### config.mk
export PLATFORM = sky130hd
export DESIGN_NAME = worker_pool_task_dispatcher_unit
export DESIGN_NICKNAME = d
export VERILOG_FILES = /design/src/sv/wptd_pkg.sv /design/src/sv/wptd_front.sv /design/src/sv/wptd_back.sv /design/src/sv/wptd_out_q.sv /design/src/sv/worker_pool_task_dispatcher_unit.sv
export VERILOG_INCLUDE_DIRS = /design/src /design/src/sv
export SDC_FILE = /design/constraint.sdc
export NUM_CORES = 2
export LEC_CHECK = 0
export ABC_AREA = 0
export BUFFER_PORTS_ARGS = -buffer_cell sky130_fd_sc_hd__buf_2
export CORE_MARGIN = 4
export CORE_UTILIZATION = 45
export DETAILED_ROUTE_END_ITERATION = 10
export GPL_TIMING_DRIVEN = 0
export PLACE_DENSITY = 0.65
export SLEW_MARGIN = 20
export SYNTH_ARGS = -nofsm -noshare
export SYNTH_HDL_FRONTEND = slang
export SYNTH_SLANG_ARGS = --single-unit
export TNS_END_PERCENT = 5
### constraint.sdc
create_clock -name clk -period 7.16 [get_ports clk]
set_input_delay 0.358 -clock clk [delete_from_list [all_inputs] [get_ports clk]]
set_output_delay 0.358 -clock clk [all_outputs]
set_load 0.005 [all_outputs]
### src/sv/worker_pool_task_dispatcher_unit_assert.svh
// Assertion macros shared by the dispatcher.
`ifndef WORKER_POOL_TASK_DISPATCHER_UNIT_ASSERT_SVH
`define WORKER_POOL_TASK_DISPATCHER_UNIT_ASSERT_SVH

// The consequent must hold in the same cycle as the antecedent.
`define WPTD_ASSERT_NOW(lbl, clk, rst, a, b) \
  lbl: assert property (@(posedge clk) disable iff (rst) (a) |-> (b)) \
    else $error("dispatcher assertion failed");

// The consequent must hold in the cycle after the antecedent.
`define WPTD_ASSERT_NEXT(lbl, clk, rst, a, b) \
  lbl: assert property (@(posedge clk) disable iff (rst) (a) |=> (b)) \
    else $error("dispatcher assertion failed");

`endif

### src/sv/wptd_pkg.sv
`default_nettype none
package wptd_pkg;

  localparam int WORKERS     = 8;
  localparam int WID_W       = 3;
  localparam int LINK_W      = 4;
  localparam logic [LINK_W-1:0] NIL = 4'd8;
  localparam int CNT_W       = 4;
  localparam int QUEUE_DEPTH = 16;
  localparam int QIDX_W      = 4;
  localparam int QCNT_W      = 5;
  localparam int TASK_BITS   = 32;
  localparam int TIME_W      = 32;
  localparam int MODE_W      = 2;
  localparam int KIND_W      = 3;
  localparam int CMD_W       = 2;

  localparam logic [CMD_W-1:0] CMD_SUBMIT = 2'd0;
  localparam logic [CMD_W-1:0] CMD_FINISH = 2'd1;
  localparam logic [CMD_W-1:0] CMD_TICK   = 2'd2;

  localparam logic [KIND_W-1:0] KIND_TO_IDLE  = 3'd0;
  localparam logic [KIND_W-1:0] KIND_TO_NEW   = 3'd1;
  localparam logic [KIND_W-1:0] KIND_QUEUED   = 3'd2;
  localparam logic [KIND_W-1:0] KIND_REJECTED = 3'd3;
  localparam logic [KIND_W-1:0] KIND_FROM_Q   = 3'd4;
  localparam logic [KIND_W-1:0] KIND_PARKED   = 3'd5;
  localparam logic [KIND_W-1:0] KIND_RELEASED = 3'd6;
  localparam logic [KIND_W-1:0] KIND_RETIRED  = 3'd7;

  localparam logic [MODE_W-1:0] MODE_EXIT = 2'd0;

  localparam logic REG_IDLE_MODE    = 1'b0;
  localparam logic REG_IDLE_TIMEOUT = 1'b1;

  typedef struct packed {
    logic [CMD_W-1:0]     command;
    logic [TASK_BITS-1:0] task_id;
    logic [WID_W-1:0]     worker_id;
    logic [TIME_W-1:0]    now;
  } task_word_t;

  typedef struct packed {
    logic [KIND_W-1:0]    kind;
    logic [WID_W-1:0]     worker_out;
    logic [TASK_BITS-1:0] task_out;
    logic [CNT_W-1:0]     active_count;
    logic [QCNT_W-1:0]    queued_count;
    logic                 last;
  } result_word_t;

  typedef enum logic [1:0] {
    OP_SUBMIT,
    OP_FINISH,
    OP_TICK
  } op_t;

  typedef struct packed {
    op_t                  op;
    logic [TASK_BITS-1:0] task_id;
    logic [WID_W-1:0]     worker_id;
    logic [TIME_W-1:0]    now;
  } item_t;

  typedef struct packed {
    logic  valid;
    item_t item;
  } front_if_t;

  typedef struct packed {
    logic [MODE_W-1:0] mode;
    logic [TIME_W-1:0] timeout;
  } cfg_t;

  typedef enum logic {
    ST_RUN,
    ST_RETIRE
  } back_state_t;

endpackage
`default_nettype wire

### src/sv/wptd_front.sv
`default_nettype none
module wptd_front (
  input  wire logic                 clk,
  input  wire logic                 rst,
  input  wire logic                 push,
  input  wire wptd_pkg::task_word_t task_in,
  output logic                      full,
  input  wire logic                 take,
  output wptd_pkg::front_if_t       front
);

  // Two-entry queue of classified words; unknown commands are dropped here.
  wptd_pkg::item_t q_mem [2];
  logic       wr_ptr;
  logic       rd_ptr;
  logic [1:0] count;
  logic       accept;
  logic       keep;
  wptd_pkg::item_t cls;

  always_comb begin
    cls.task_id   = task_in.task_id;
    cls.worker_id = task_in.worker_id;
    cls.now       = task_in.now;
    keep          = 1'b1;
    case (task_in.command)
      wptd_pkg::CMD_SUBMIT: cls.op = wptd_pkg::OP_SUBMIT;
      wptd_pkg::CMD_FINISH: cls.op = wptd_pkg::OP_FINISH;
      wptd_pkg::CMD_TICK:   cls.op = wptd_pkg::OP_TICK;
      default: begin
        cls.op = wptd_pkg::OP_TICK;
        keep   = 1'b0;
      end
    endcase
  end

  assign full   = (count == 2'd2);
  assign accept = push && !full && keep;
  assign front.valid = (count != 2'd0);
  assign front.item  = q_mem[rd_ptr];

  always_ff @(posedge clk) begin
    if (rst) begin
      wr_ptr <= 1'b0;
      rd_ptr <= 1'b0;
      count  <= 2'd0;
    end else begin
      if (accept) wr_ptr <= ~wr_ptr;
      if (take) rd_ptr <= ~rd_ptr;
      count <= count + {1'b0, accept} - {1'b0, take};
    end
  end

  always_ff @(posedge clk) begin
    if (accept) q_mem[wr_ptr] <= cls;
  end

endmodule
`default_nettype wire

### src/sv/wptd_back.sv
`default_nettype none
module wptd_back (
  input  wire logic                clk,
  input  wire logic                rst,
  input  wire wptd_pkg::front_if_t front,
  output logic                     take,
  input  wire wptd_pkg::cfg_t      cfg,
  input  wire logic                room,
  output logic                     res_valid,
  output wptd_pkg::result_word_t   res
);

  localparam int WORKERS = wptd_pkg::WORKERS;
  localparam int QD      = wptd_pkg::QUEUE_DEPTH;

  logic [wptd_pkg::LINK_W-1:0]    idle_next [WORKERS];
  logic [wptd_pkg::LINK_W-1:0]    idle_prev [WORKERS];
  logic [wptd_pkg::LINK_W-1:0]    idle_top;
  logic [wptd_pkg::LINK_W-1:0]    idle_bottom;
  logic [wptd_pkg::WID_W-1:0]     unused_stack [WORKERS];
  logic [wptd_pkg::CNT_W-1:0]     unused_count;
  logic [wptd_pkg::TIME_W-1:0]    idle_since [WORKERS];
  logic [wptd_pkg::TASK_BITS-1:0] task_ring [QD];
  logic [wptd_pkg::QIDX_W-1:0]    read_index;
  logic [wptd_pkg::QCNT_W-1:0]    queue_fill;
  logic [wptd_pkg::CNT_W-1:0]     workers_active;
  logic [WORKERS-1:0]             busy;

  wptd_pkg::back_state_t state, state_next;
  wptd_pkg::item_t it;

  logic start, is_sub, is_fin, is_tick;
  logic sub_idle, sub_new, sub_queue;
  logic fin_ok, fin_ring, fin_exit;
  logic [wptd_pkg::WID_W-1:0]  top_w, bot_w, new_w, fin_w;
  logic [wptd_pkg::CNT_W-1:0]  wa_post;
  logic [wptd_pkg::LINK_W-1:0] bottom_post;
  logic [wptd_pkg::TIME_W-1:0] age;
  logic retire_go;
  logic [wptd_pkg::LINK_W-1:0] top_after, prev_of_bot;

  assign it      = front.item;
  assign start   = (state == wptd_pkg::ST_RUN) && front.valid && room;
  assign is_sub  = (it.op == wptd_pkg::OP_SUBMIT);
  assign is_fin  = (it.op == wptd_pkg::OP_FINISH);
  assign is_tick = (it.op == wptd_pkg::OP_TICK);

  assign top_w = idle_top[wptd_pkg::WID_W-1:0];
  assign bot_w = idle_bottom[wptd_pkg::WID_W-1:0];
  assign new_w = unused_stack[wptd_pkg::WID_W'(unused_count - 4'd1)];
  assign fin_w = it.worker_id;

  assign sub_idle  = (idle_top != wptd_pkg::NIL);
  assign sub_new   = !sub_idle && (unused_count != '0);
  assign sub_queue = !sub_idle && !sub_new && (queue_fill < wptd_pkg::QCNT_W'(QD));

  assign fin_ok   = busy[fin_w];
  assign fin_ring = (queue_fill != '0);
  assign fin_exit = (cfg.mode == wptd_pkg::MODE_EXIT);

  // Retirement is judged on the state as the submit leaves it.
  assign wa_post     = workers_active + {3'd0, is_sub && sub_new};
  assign bottom_post = (is_sub && sub_idle && (idle_top == idle_bottom)) ?
                       wptd_pkg::NIL : idle_bottom;
  assign age = it.now - idle_since[bottom_post[wptd_pkg::WID_W-1:0]];
  assign retire_go = (is_sub || is_tick) && cfg.mode[1] && (wa_post > 4'd2) &&
                     (bottom_post != wptd_pkg::NIL) && (age > cfg.timeout);

  assign top_after   = idle_next[top_w];
  assign prev_of_bot = idle_prev[bot_w];

  always_comb begin
    state_next = state;
    case (state)
      wptd_pkg::ST_RUN:    if (start && retire_go) state_next = wptd_pkg::ST_RETIRE;
      wptd_pkg::ST_RETIRE: state_next = wptd_pkg::ST_RUN;
      default:             state_next = wptd_pkg::ST_RUN;
    endcase
  end

  always_comb begin
    take      = 1'b0;
    res_valid = 1'b0;
    res.kind         = wptd_pkg::KIND_REJECTED;
    res.worker_out   = '0;
    res.task_out     = '0;
    res.active_count = workers_active;
    res.queued_count = queue_fill;
    res.last         = 1'b1;
    case (state)
      wptd_pkg::ST_RUN: begin
        take = start;
        if (is_sub) begin
          res_valid = start;
          res.last  = !retire_go;
          if (sub_idle) begin
            res.kind       = wptd_pkg::KIND_TO_IDLE;
            res.worker_out = top_w;
            res.task_out   = it.task_id;
          end else if (sub_new) begin
            res.kind         = wptd_pkg::KIND_TO_NEW;
            res.worker_out   = new_w;
            res.task_out     = it.task_id;
            res.active_count = workers_active + 4'd1;
          end else if (sub_queue) begin
            res.kind         = wptd_pkg::KIND_QUEUED;
            res.queued_count = queue_fill + 5'd1;
          end
        end else if (is_fin) begin
          res_valid      = start && fin_ok;
          res.worker_out = fin_w;
          if (fin_ring) begin
            res.kind         = wptd_pkg::KIND_FROM_Q;
            res.task_out     = task_ring[read_index];
            res.queued_count = queue_fill - 5'd1;
          end else if (fin_exit) begin
            res.kind         = wptd_pkg::KIND_RELEASED;
            res.active_count = workers_active - 4'd1;
          end else begin
            res.kind = wptd_pkg::KIND_PARKED;
          end
        end
      end
      wptd_pkg::ST_RETIRE: begin
        res_valid        = 1'b1;
        res.kind         = wptd_pkg::KIND_RETIRED;
        res.worker_out   = bot_w;
        res.active_count = workers_active - 4'd1;
      end
      default: ;
    endcase
  end

  always_ff @(posedge clk) begin
    if (rst) begin
      state          <= wptd_pkg::ST_RUN;
      idle_top       <= wptd_pkg::NIL;
      idle_bottom    <= wptd_pkg::NIL;
      unused_count   <= wptd_pkg::CNT_W'(WORKERS);
      read_index     <= '0;
      queue_fill     <= '0;
      workers_active <= '0;
      busy           <= '0;
      for (int i = 0; i < WORKERS; i++) begin
        idle_next[i]    <= wptd_pkg::NIL;
        idle_prev[i]    <= wptd_pkg::NIL;
        unused_stack[i] <= wptd_pkg::WID_W'(WORKERS - 1 - i);
      end
    end else begin
      state <= state_next;
      if (state == wptd_pkg::ST_RETIRE) begin
        busy[bot_w]    <= 1'b0;
        workers_active <= workers_active - 4'd1;
        if (unused_count < wptd_pkg::CNT_W'(WORKERS)) begin
          unused_stack[unused_count[wptd_pkg::WID_W-1:0]] <= bot_w;
          unused_count <= unused_count + 4'd1;
        end
        idle_bottom <= prev_of_bot;
        if (prev_of_bot != wptd_pkg::NIL)
          idle_next[prev_of_bot[wptd_pkg::WID_W-1:0]] <= wptd_pkg::NIL;
        else
          idle_top <= wptd_pkg::NIL;
      end else if (start && is_sub) begin
        if (sub_idle) begin
          busy[top_w] <= 1'b1;
          idle_top    <= top_after;
          if (top_after != wptd_pkg::NIL)
            idle_prev[top_after[wptd_pkg::WID_W-1:0]] <= wptd_pkg::NIL;
          else
            idle_bottom <= wptd_pkg::NIL;
        end else if (sub_new) begin
          busy[new_w]    <= 1'b1;
          unused_count   <= unused_count - 4'd1;
          workers_active <= workers_active + 4'd1;
        end else if (sub_queue) begin
          queue_fill <= queue_fill + 5'd1;
        end
      end else if (start && is_fin && fin_ok) begin
        if (fin_ring) begin
          read_index <= read_index + 4'd1;
          queue_fill <= queue_fill - 5'd1;
        end else if (fin_exit) begin
          busy[fin_w]    <= 1'b0;
          workers_active <= workers_active - 4'd1;
          if (unused_count < wptd_pkg::CNT_W'(WORKERS)) begin
            unused_stack[unused_count[wptd_pkg::WID_W-1:0]] <= fin_w;
            unused_count <= unused_count + 4'd1;
          end
        end else begin
          busy[fin_w]      <= 1'b0;
          idle_prev[fin_w] <= wptd_pkg::NIL;
          idle_next[fin_w] <= idle_top;
          if (idle_top != wptd_pkg::NIL)
            idle_prev[top_w] <= {1'b0, fin_w};
          else
            idle_bottom <= {1'b0, fin_w};
          idle_top <= {1'b0, fin_w};
        end
      end
    end
  end

  // Time stamps and queued tasks are only read after being written.
  always_ff @(posedge clk) begin
    if (state == wptd_pkg::ST_RUN && start && is_sub && sub_queue)
      task_ring[wptd_pkg::QIDX_W'(read_index + queue_fill[wptd_pkg::QIDX_W-1:0])]
        <= it.task_id;
    if (state == wptd_pkg::ST_RUN && start && is_fin && fin_ok && !fin_ring && !fin_exit)
      idle_since[fin_w] <= it.now;
  end

endmodule
`default_nettype wire

### src/sv/wptd_out_q.sv
`default_nettype none
module wptd_out_q (
  input  wire logic                   clk,
  input  wire logic                   rst,
  input  wire logic                   wr,
  input  wire wptd_pkg::result_word_t wr_data,
  output logic                        room,
  input  wire logic                   pop,
  output logic                        empty,
  output wptd_pkg::result_word_t      result
);

  // Four entries; room means space for the two words one item may produce.
  wptd_pkg::result_word_t q_mem [4];
  logic [1:0] wr_ptr;
  logic [1:0] rd_ptr;
  logic [2:0] count;
  logic       do_pop;

  assign empty  = (count == 3'd0);
  assign room   = (count <= 3'd2);
  assign do_pop = pop && !empty;
  assign result = q_mem[rd_ptr];

  always_ff @(posedge clk) begin
    if (rst) begin
      wr_ptr <= '0;
      rd_ptr <= '0;
      count  <= '0;
    end else begin
      if (wr) wr_ptr <= wr_ptr + 2'd1;
      if (do_pop) rd_ptr <= rd_ptr + 2'd1;
      count <= count + {2'd0, wr} - {2'd0, do_pop};
    end
  end

  always_ff @(posedge clk) begin
    if (wr) q_mem[wr_ptr] <= wr_data;
  end

endmodule
`default_nettype wire

### src/sv/worker_pool_task_dispatcher_unit.sv
// Worker pool task dispatcher.
// Input side is a queue: drive task_in and raise push; the word is taken at a
// rising edge where push is high and full is low. Commands are submit, worker
// finished and time tick; an unknown command is taken and dropped.
// Output side is a queue too: while empty is low the oldest result word is on
// result, and it is taken at an edge where pop is high. One input word gives
// zero, one or two result words; last marks the final one of each input.
// A two-word front queue holds classified words, the back engine works on one
// at a time, and retiring an idle worker takes an extra ST_RETIRE state after
// the word. An input word is registered in the front queue and its result in
// the result queue before the result shows on result. The engine waits while the
// four-word result queue has fewer than two free places, so a stalled receiver
// fills the result queue, then the front queue, and full then rises.
// Configuration is written through cfg_write, cfg_index and cfg_data; the user
// must write it only while the block is idle, which the block does not enforce.
// Synchronous reset empties both queues, marks all workers unused, clears the
// task ring count and restores idle_mode 2 and idle_timeout 1000.
`default_nettype none
`include "worker_pool_task_dispatcher_unit_assert.svh"
module worker_pool_task_dispatcher_unit (
  input  wire logic                   clk,
  input  wire logic                   rst,
  input  wire logic                   push,
  input  wire wptd_pkg::task_word_t   task_in,
  output logic                        full,
  input  wire logic                   pop,
  output logic                        empty,
  output wptd_pkg::result_word_t      result,
  input  wire logic                   cfg_write,
  input  wire logic                   cfg_index,
  input  wire logic [31:0]            cfg_data
);

  wptd_pkg::cfg_t         cfg;
  wptd_pkg::front_if_t    front;
  wptd_pkg::result_word_t res;
  logic take;
  logic room;
  logic res_valid;

  // Configuration registers.
  always_ff @(posedge clk) begin
    if (rst) begin
      cfg.mode    <= 2'd2;
      cfg.timeout <= 32'd1000;
    end else if (cfg_write) begin
      case (cfg_index)
        wptd_pkg::REG_IDLE_MODE:    cfg.mode    <= cfg_data[wptd_pkg::MODE_W-1:0];
        wptd_pkg::REG_IDLE_TIMEOUT: cfg.timeout <= cfg_data;
        default: ;
      endcase
    end
  end

  wptd_front u_front (
    .clk     (clk),
    .rst     (rst),
    .push    (push),
    .task_in (task_in),
    .full    (full),
    .take    (take),
    .front   (front)
  );

  wptd_back u_back (
    .clk       (clk),
    .rst       (rst),
    .front     (front),
    .take      (take),
    .cfg       (cfg),
    .room      (room),
    .res_valid (res_valid),
    .res       (res)
  );

  wptd_out_q u_out_q (
    .clk     (clk),
    .rst     (rst),
    .wr      (res_valid),
    .wr_data (res),
    .room    (room),
    .pop     (pop),
    .empty   (empty),
    .result  (result)
  );

  // A queued or rejected word names no worker and carries no task.
  `WPTD_ASSERT_NOW(a_queued_clean, clk, rst, !empty && (result.kind == wptd_pkg::KIND_QUEUED || result.kind == wptd_pkg::KIND_REJECTED), result.worker_out == '0 && result.task_out == '0)
  // A reject only happens with the task ring full.
  `WPTD_ASSERT_NOW(a_reject_full, clk, rst, !empty && result.kind == wptd_pkg::KIND_REJECTED, result.queued_count == 5'd16)
  // A waiting result stays while it is not taken.
  `WPTD_ASSERT_NEXT(a_result_kept, clk, rst, !empty && !pop, !empty)

endmodule
`default_nettype wire
==> flow_summary.yaml <==
status:
  outcome: "finished clean"
timing:
  setup_viol: 0
  clock_skew_ps: 38.9
  tightest_slew_ps: 1110
  slew_headroom: 0.261
  post-route-min-period_ps: 6780
  period_share: 0.946
  fmax_mhz: 148
  hold_viol: 0
  drv_slew: 0
  fin_ws_ps: 384
  hold_ws_ps: 44.8
power_and_ir_drop:
  p_clk_frac: 0.336
  power.density_nw_per_um2: 316
  p_int_uw: 14200
  seqPwrFrac: 0.448
  p_leak_uw: 0.0202
  p_switching_uw: 5660
  ir_drop_mv: 0.201
  p_comb_frac: 0.217
  sw_frac_of_total: 0.285
min_path:
  hp-class: "in -> reg"
  hp-start: "task_in[68]"
clocking:
  cts-root-buf: "clkbuf_16"
  cts_buffers: 130
  cts_tree: "built"
  clock_path_buffers: 3
  cts.clk_slew.worst_paths_ps: 60
  cts_sinks: 1278
  insertion_delay_ps: 740
  htree_levels: 4
grt:
  overflow: 0
  grt_util_all_layers: 0.212
  grt_first_pass_wirelength_um: 198000
  grt_antenna_before_repair: 3
  grt_pass1_vias: 30800
  grt_max_degree: 48
layout:
  layout_commonest_cell: "edfxtp_1"
  fin_nets: 3766
  final_cells: 5209
  n_antenna_cell: 0
  drive_gt1_frac: 0.233
  fill_cells: 9307
  fin_area_um2: 62900
  mostFrequentLayoutCells: "edfxtp_1, mux4_2, buf_2"
  area.growth.synth_to_final_pct: 17.8
  utilization: 0.534
floorplanning:
  fp.coreArea_um2: 118000
  initial_core_util: 0.453
  rows: 126
  ios: 157
  die_h_um: 352
  fp.dieArea_um2: 124000
  die_x_um: 352
setup_path:
  critPathMaxFanout: 10
  crit_chain: "buf_6 -> buf_6 -> buf_6 -> nor3b_4 -> nor2_4 -> o31a_1 -> clkbuf_1 -> a211oi_1 -> a211oi_1 -> a21oi_1 -> ha_1 -> o211ai_1 -> o211ai_1 -> o211ai_1 -> o31ai_4 -> nand3_1 -> a311oi_1 -> xor2_1 -> ha_1 -> nand4_1 -> or2_2 -> nor3_2 -> a21boi_4 -> o2111ai_4"
  reg2reg_slack_ps: 380
  path_buf_inv: 4
  cpPeakStageDelay_ps: 710
  required_ps: 7560
  critPathTopFamily: "compound AO/OA/AOI/OAI gates"
  startpoint_type: "register"
  slowest_stage: "clkbuf_1"
  end_kind: "register"
  critical_path_class: "reg -> reg"
  arrival_ps: 7170
place:
  place_area_um2: 57400
  io_buffers: 155
  hpwl_um: 90200
  preCtsSetupSlack_ps: -2220
  place.gp.congestion: 0.921
  place_inst: 4870
logic_synthesis:
  synth_nets: 3324
  netlist_area_um2: 53400
  syn_area_per_cell_um2: 17.1
  synth_flop_cell: "edfxtp_1"
  yosys_warnings: 0
  synth_edf_count: 1178
  ys_ff_latch: 1278
  yosysUniqueCellTypes: 89
  synth_seq_area_share: 0.700
  synthCells: 3130
  ys_async_sr_fraction: 0
detailed_routing:
  vias: 30700
  drcViolationCount: 0
  via_per_inst: 5.89
  routed_wl_um: 132000
  drt_first_iter_violations: 3100
  drt-pass1-iter-count: 6
  ant_nets: 0
  avgRoutedWirePerCell_um: 25.4
run:
  maxCapViolCount: 0
cell usage after synthesis (19+ instances only):
cell type	instances	share of area
a211oi_1	70	0.0098
inv_1	76	0.0053
mux2i_1	54	0.010
and2_1	40	0.0047
ha_1	84	0.020
a21oi_1	144	0.013
clkbuf_1	138	0.0097
a21o_1	25	0.0035
nor4_1	30	0.0035
mux4_2	258	0.11
nand3_1	34	0.0032
nor3_1	51	0.0048
nand4_1	19	0.0022
nand2_1	136	0.0096
edfxtp_1	1178	0.66
dfxtp_1	100	0.037
mux2_2	74	0.016
a22oi_1	37	0.0052
buf_1	23	0.0016
nor2_1	160	0.011
o21ai_0	69	0.0065
xnor2_1	37	0.0061
flip-flops by register name, summed over array words and instances, names as in the netlist, 2 cells and up, named ones only:
signal                 count
u_back.idle_since        256
u_back.busy                8
u_back.idle_bottom         4
u_out_q.rd_ptr             2
u_back.idle_prev          32
cfg                       34
u_back.queue_fill          5
u_front.q_mem            138
u_back.workers_active      4
u_front.count              2
u_back.unused_stack       24
u_back.idle_top            4
u_out_q.q_mem            192
u_back.idle_next          32
u_out_q.wr_ptr             2
u_back.task_ring         512
u_back.unused_count        4
u_out_q.count              3
u_back.read_index          4
area by class of cell:
| type | instances | area (um2) | share of cell area |
|---|---|---|---|
| clock buffers | 159 | 3480 | 0.0552 |
| flip-flops and latches | 1278 | 37400 | 0.594 |
| clock inverters | 74 | 744 | 0.0118 |
| well taps | 1536 | 1920 | 0.0305 |
| inverters | 79 | 297 | 0.00471 |
| multi-input cells | 1600 | 15400 | 0.245 |
| repair buffers | 316 | 2990 | 0.0475 |
| plain buffers | 167 | 721 | 0.0115 |
layer usage:
| metal | part of all wire | up-vias | global-route usage | wire length, um |
|---|---|---|---|---|
| li1 | - | 13500 | - | - |
| met1 | 0.42 | 15700 | 0.295 | 55300 |
| met2 | 0.47 | 1251 | 0.328 | 61900 |
| met3 | 0.086 | 233 | 0.0547 | 11300 |
| met4 | 0.029 | 4 | 0.0699 | 3770 |
| met5 | 0.00014 | - | 0 | 19 |
worst reg2reg max path: cells and delay by family, from the launching register on:
family / cells / cell delay [ps]
compound gates: 11 / 2810
simple gates: 6 / 1380
buf+inv: 4 / 1130
fa+ha+maj: 2 / 690
flops: 1 / 300
xor+xnor: 1 / 120
power by group through the flow:
stage          combinational (uW)  clock, uW  sequential, uW
3_3_place_gp                 3980          0            9050
3_5_place_dp                 4100          0            9030
6_report                     4300       6660            8890
5_1_grt                      4710       7150            8910
4_1_cts                      4200       6800            8890
2_1_floorplan                2720          0            9010
cells by family (layout without fill, tap and decap cells):
logic type / Yosys count / after routing / synth area share
AOI/OAI and AO/OA: 502 / 502 / 0.0627
adders and majority gates: 87 / 87 / 0.0208
xor gates and xnor gates: 54 / 54 / 0.00886
DFF: 1278 / 1278 / 0.700
muxes: 389 / 389 / 0.135
and+or+nand+nor: 568 / 568 / 0.0538
buffers and inverters: 252 / 795 / 0.0185
final timing paths:
| check | cells past startpoint | end |
|---|---|---|
| hold reg to reg | 2 | cfg[28]$_SDFFE_PP0P_ |
| hold / removal | 2 | u_front.q_mem[1][67]$_DFFE_PP_ |
| setup reg to reg | 24 | u_out_q.q_mem[2][0]$_DFFE_PP_ |
| setup / recovery | 24 | u_out_q.q_mem[2][0]$_DFFE_PP_ |
per-stage QoR:
stage / total power, uW / setup TNS, ps
2_1_floorplan: 11700 / 0
3_5_place_dp: 13100 / -10430
4_1_cts: 19900 / 0
3_3_place_gp: 13000 / -68090
5_1_grt: 20800 / -156
6_report: 19900 / 0
what timing repair did:
item,in CTS,in global routing
gates resized for setup,38,23
buffers inserted,0,13
hold endpoints to repair,168,0
hold buffers,99,0
setup endpoints to repair,5,5
pin swaps,0,9
Note: power is estimated with default switching activity, not from simulation.
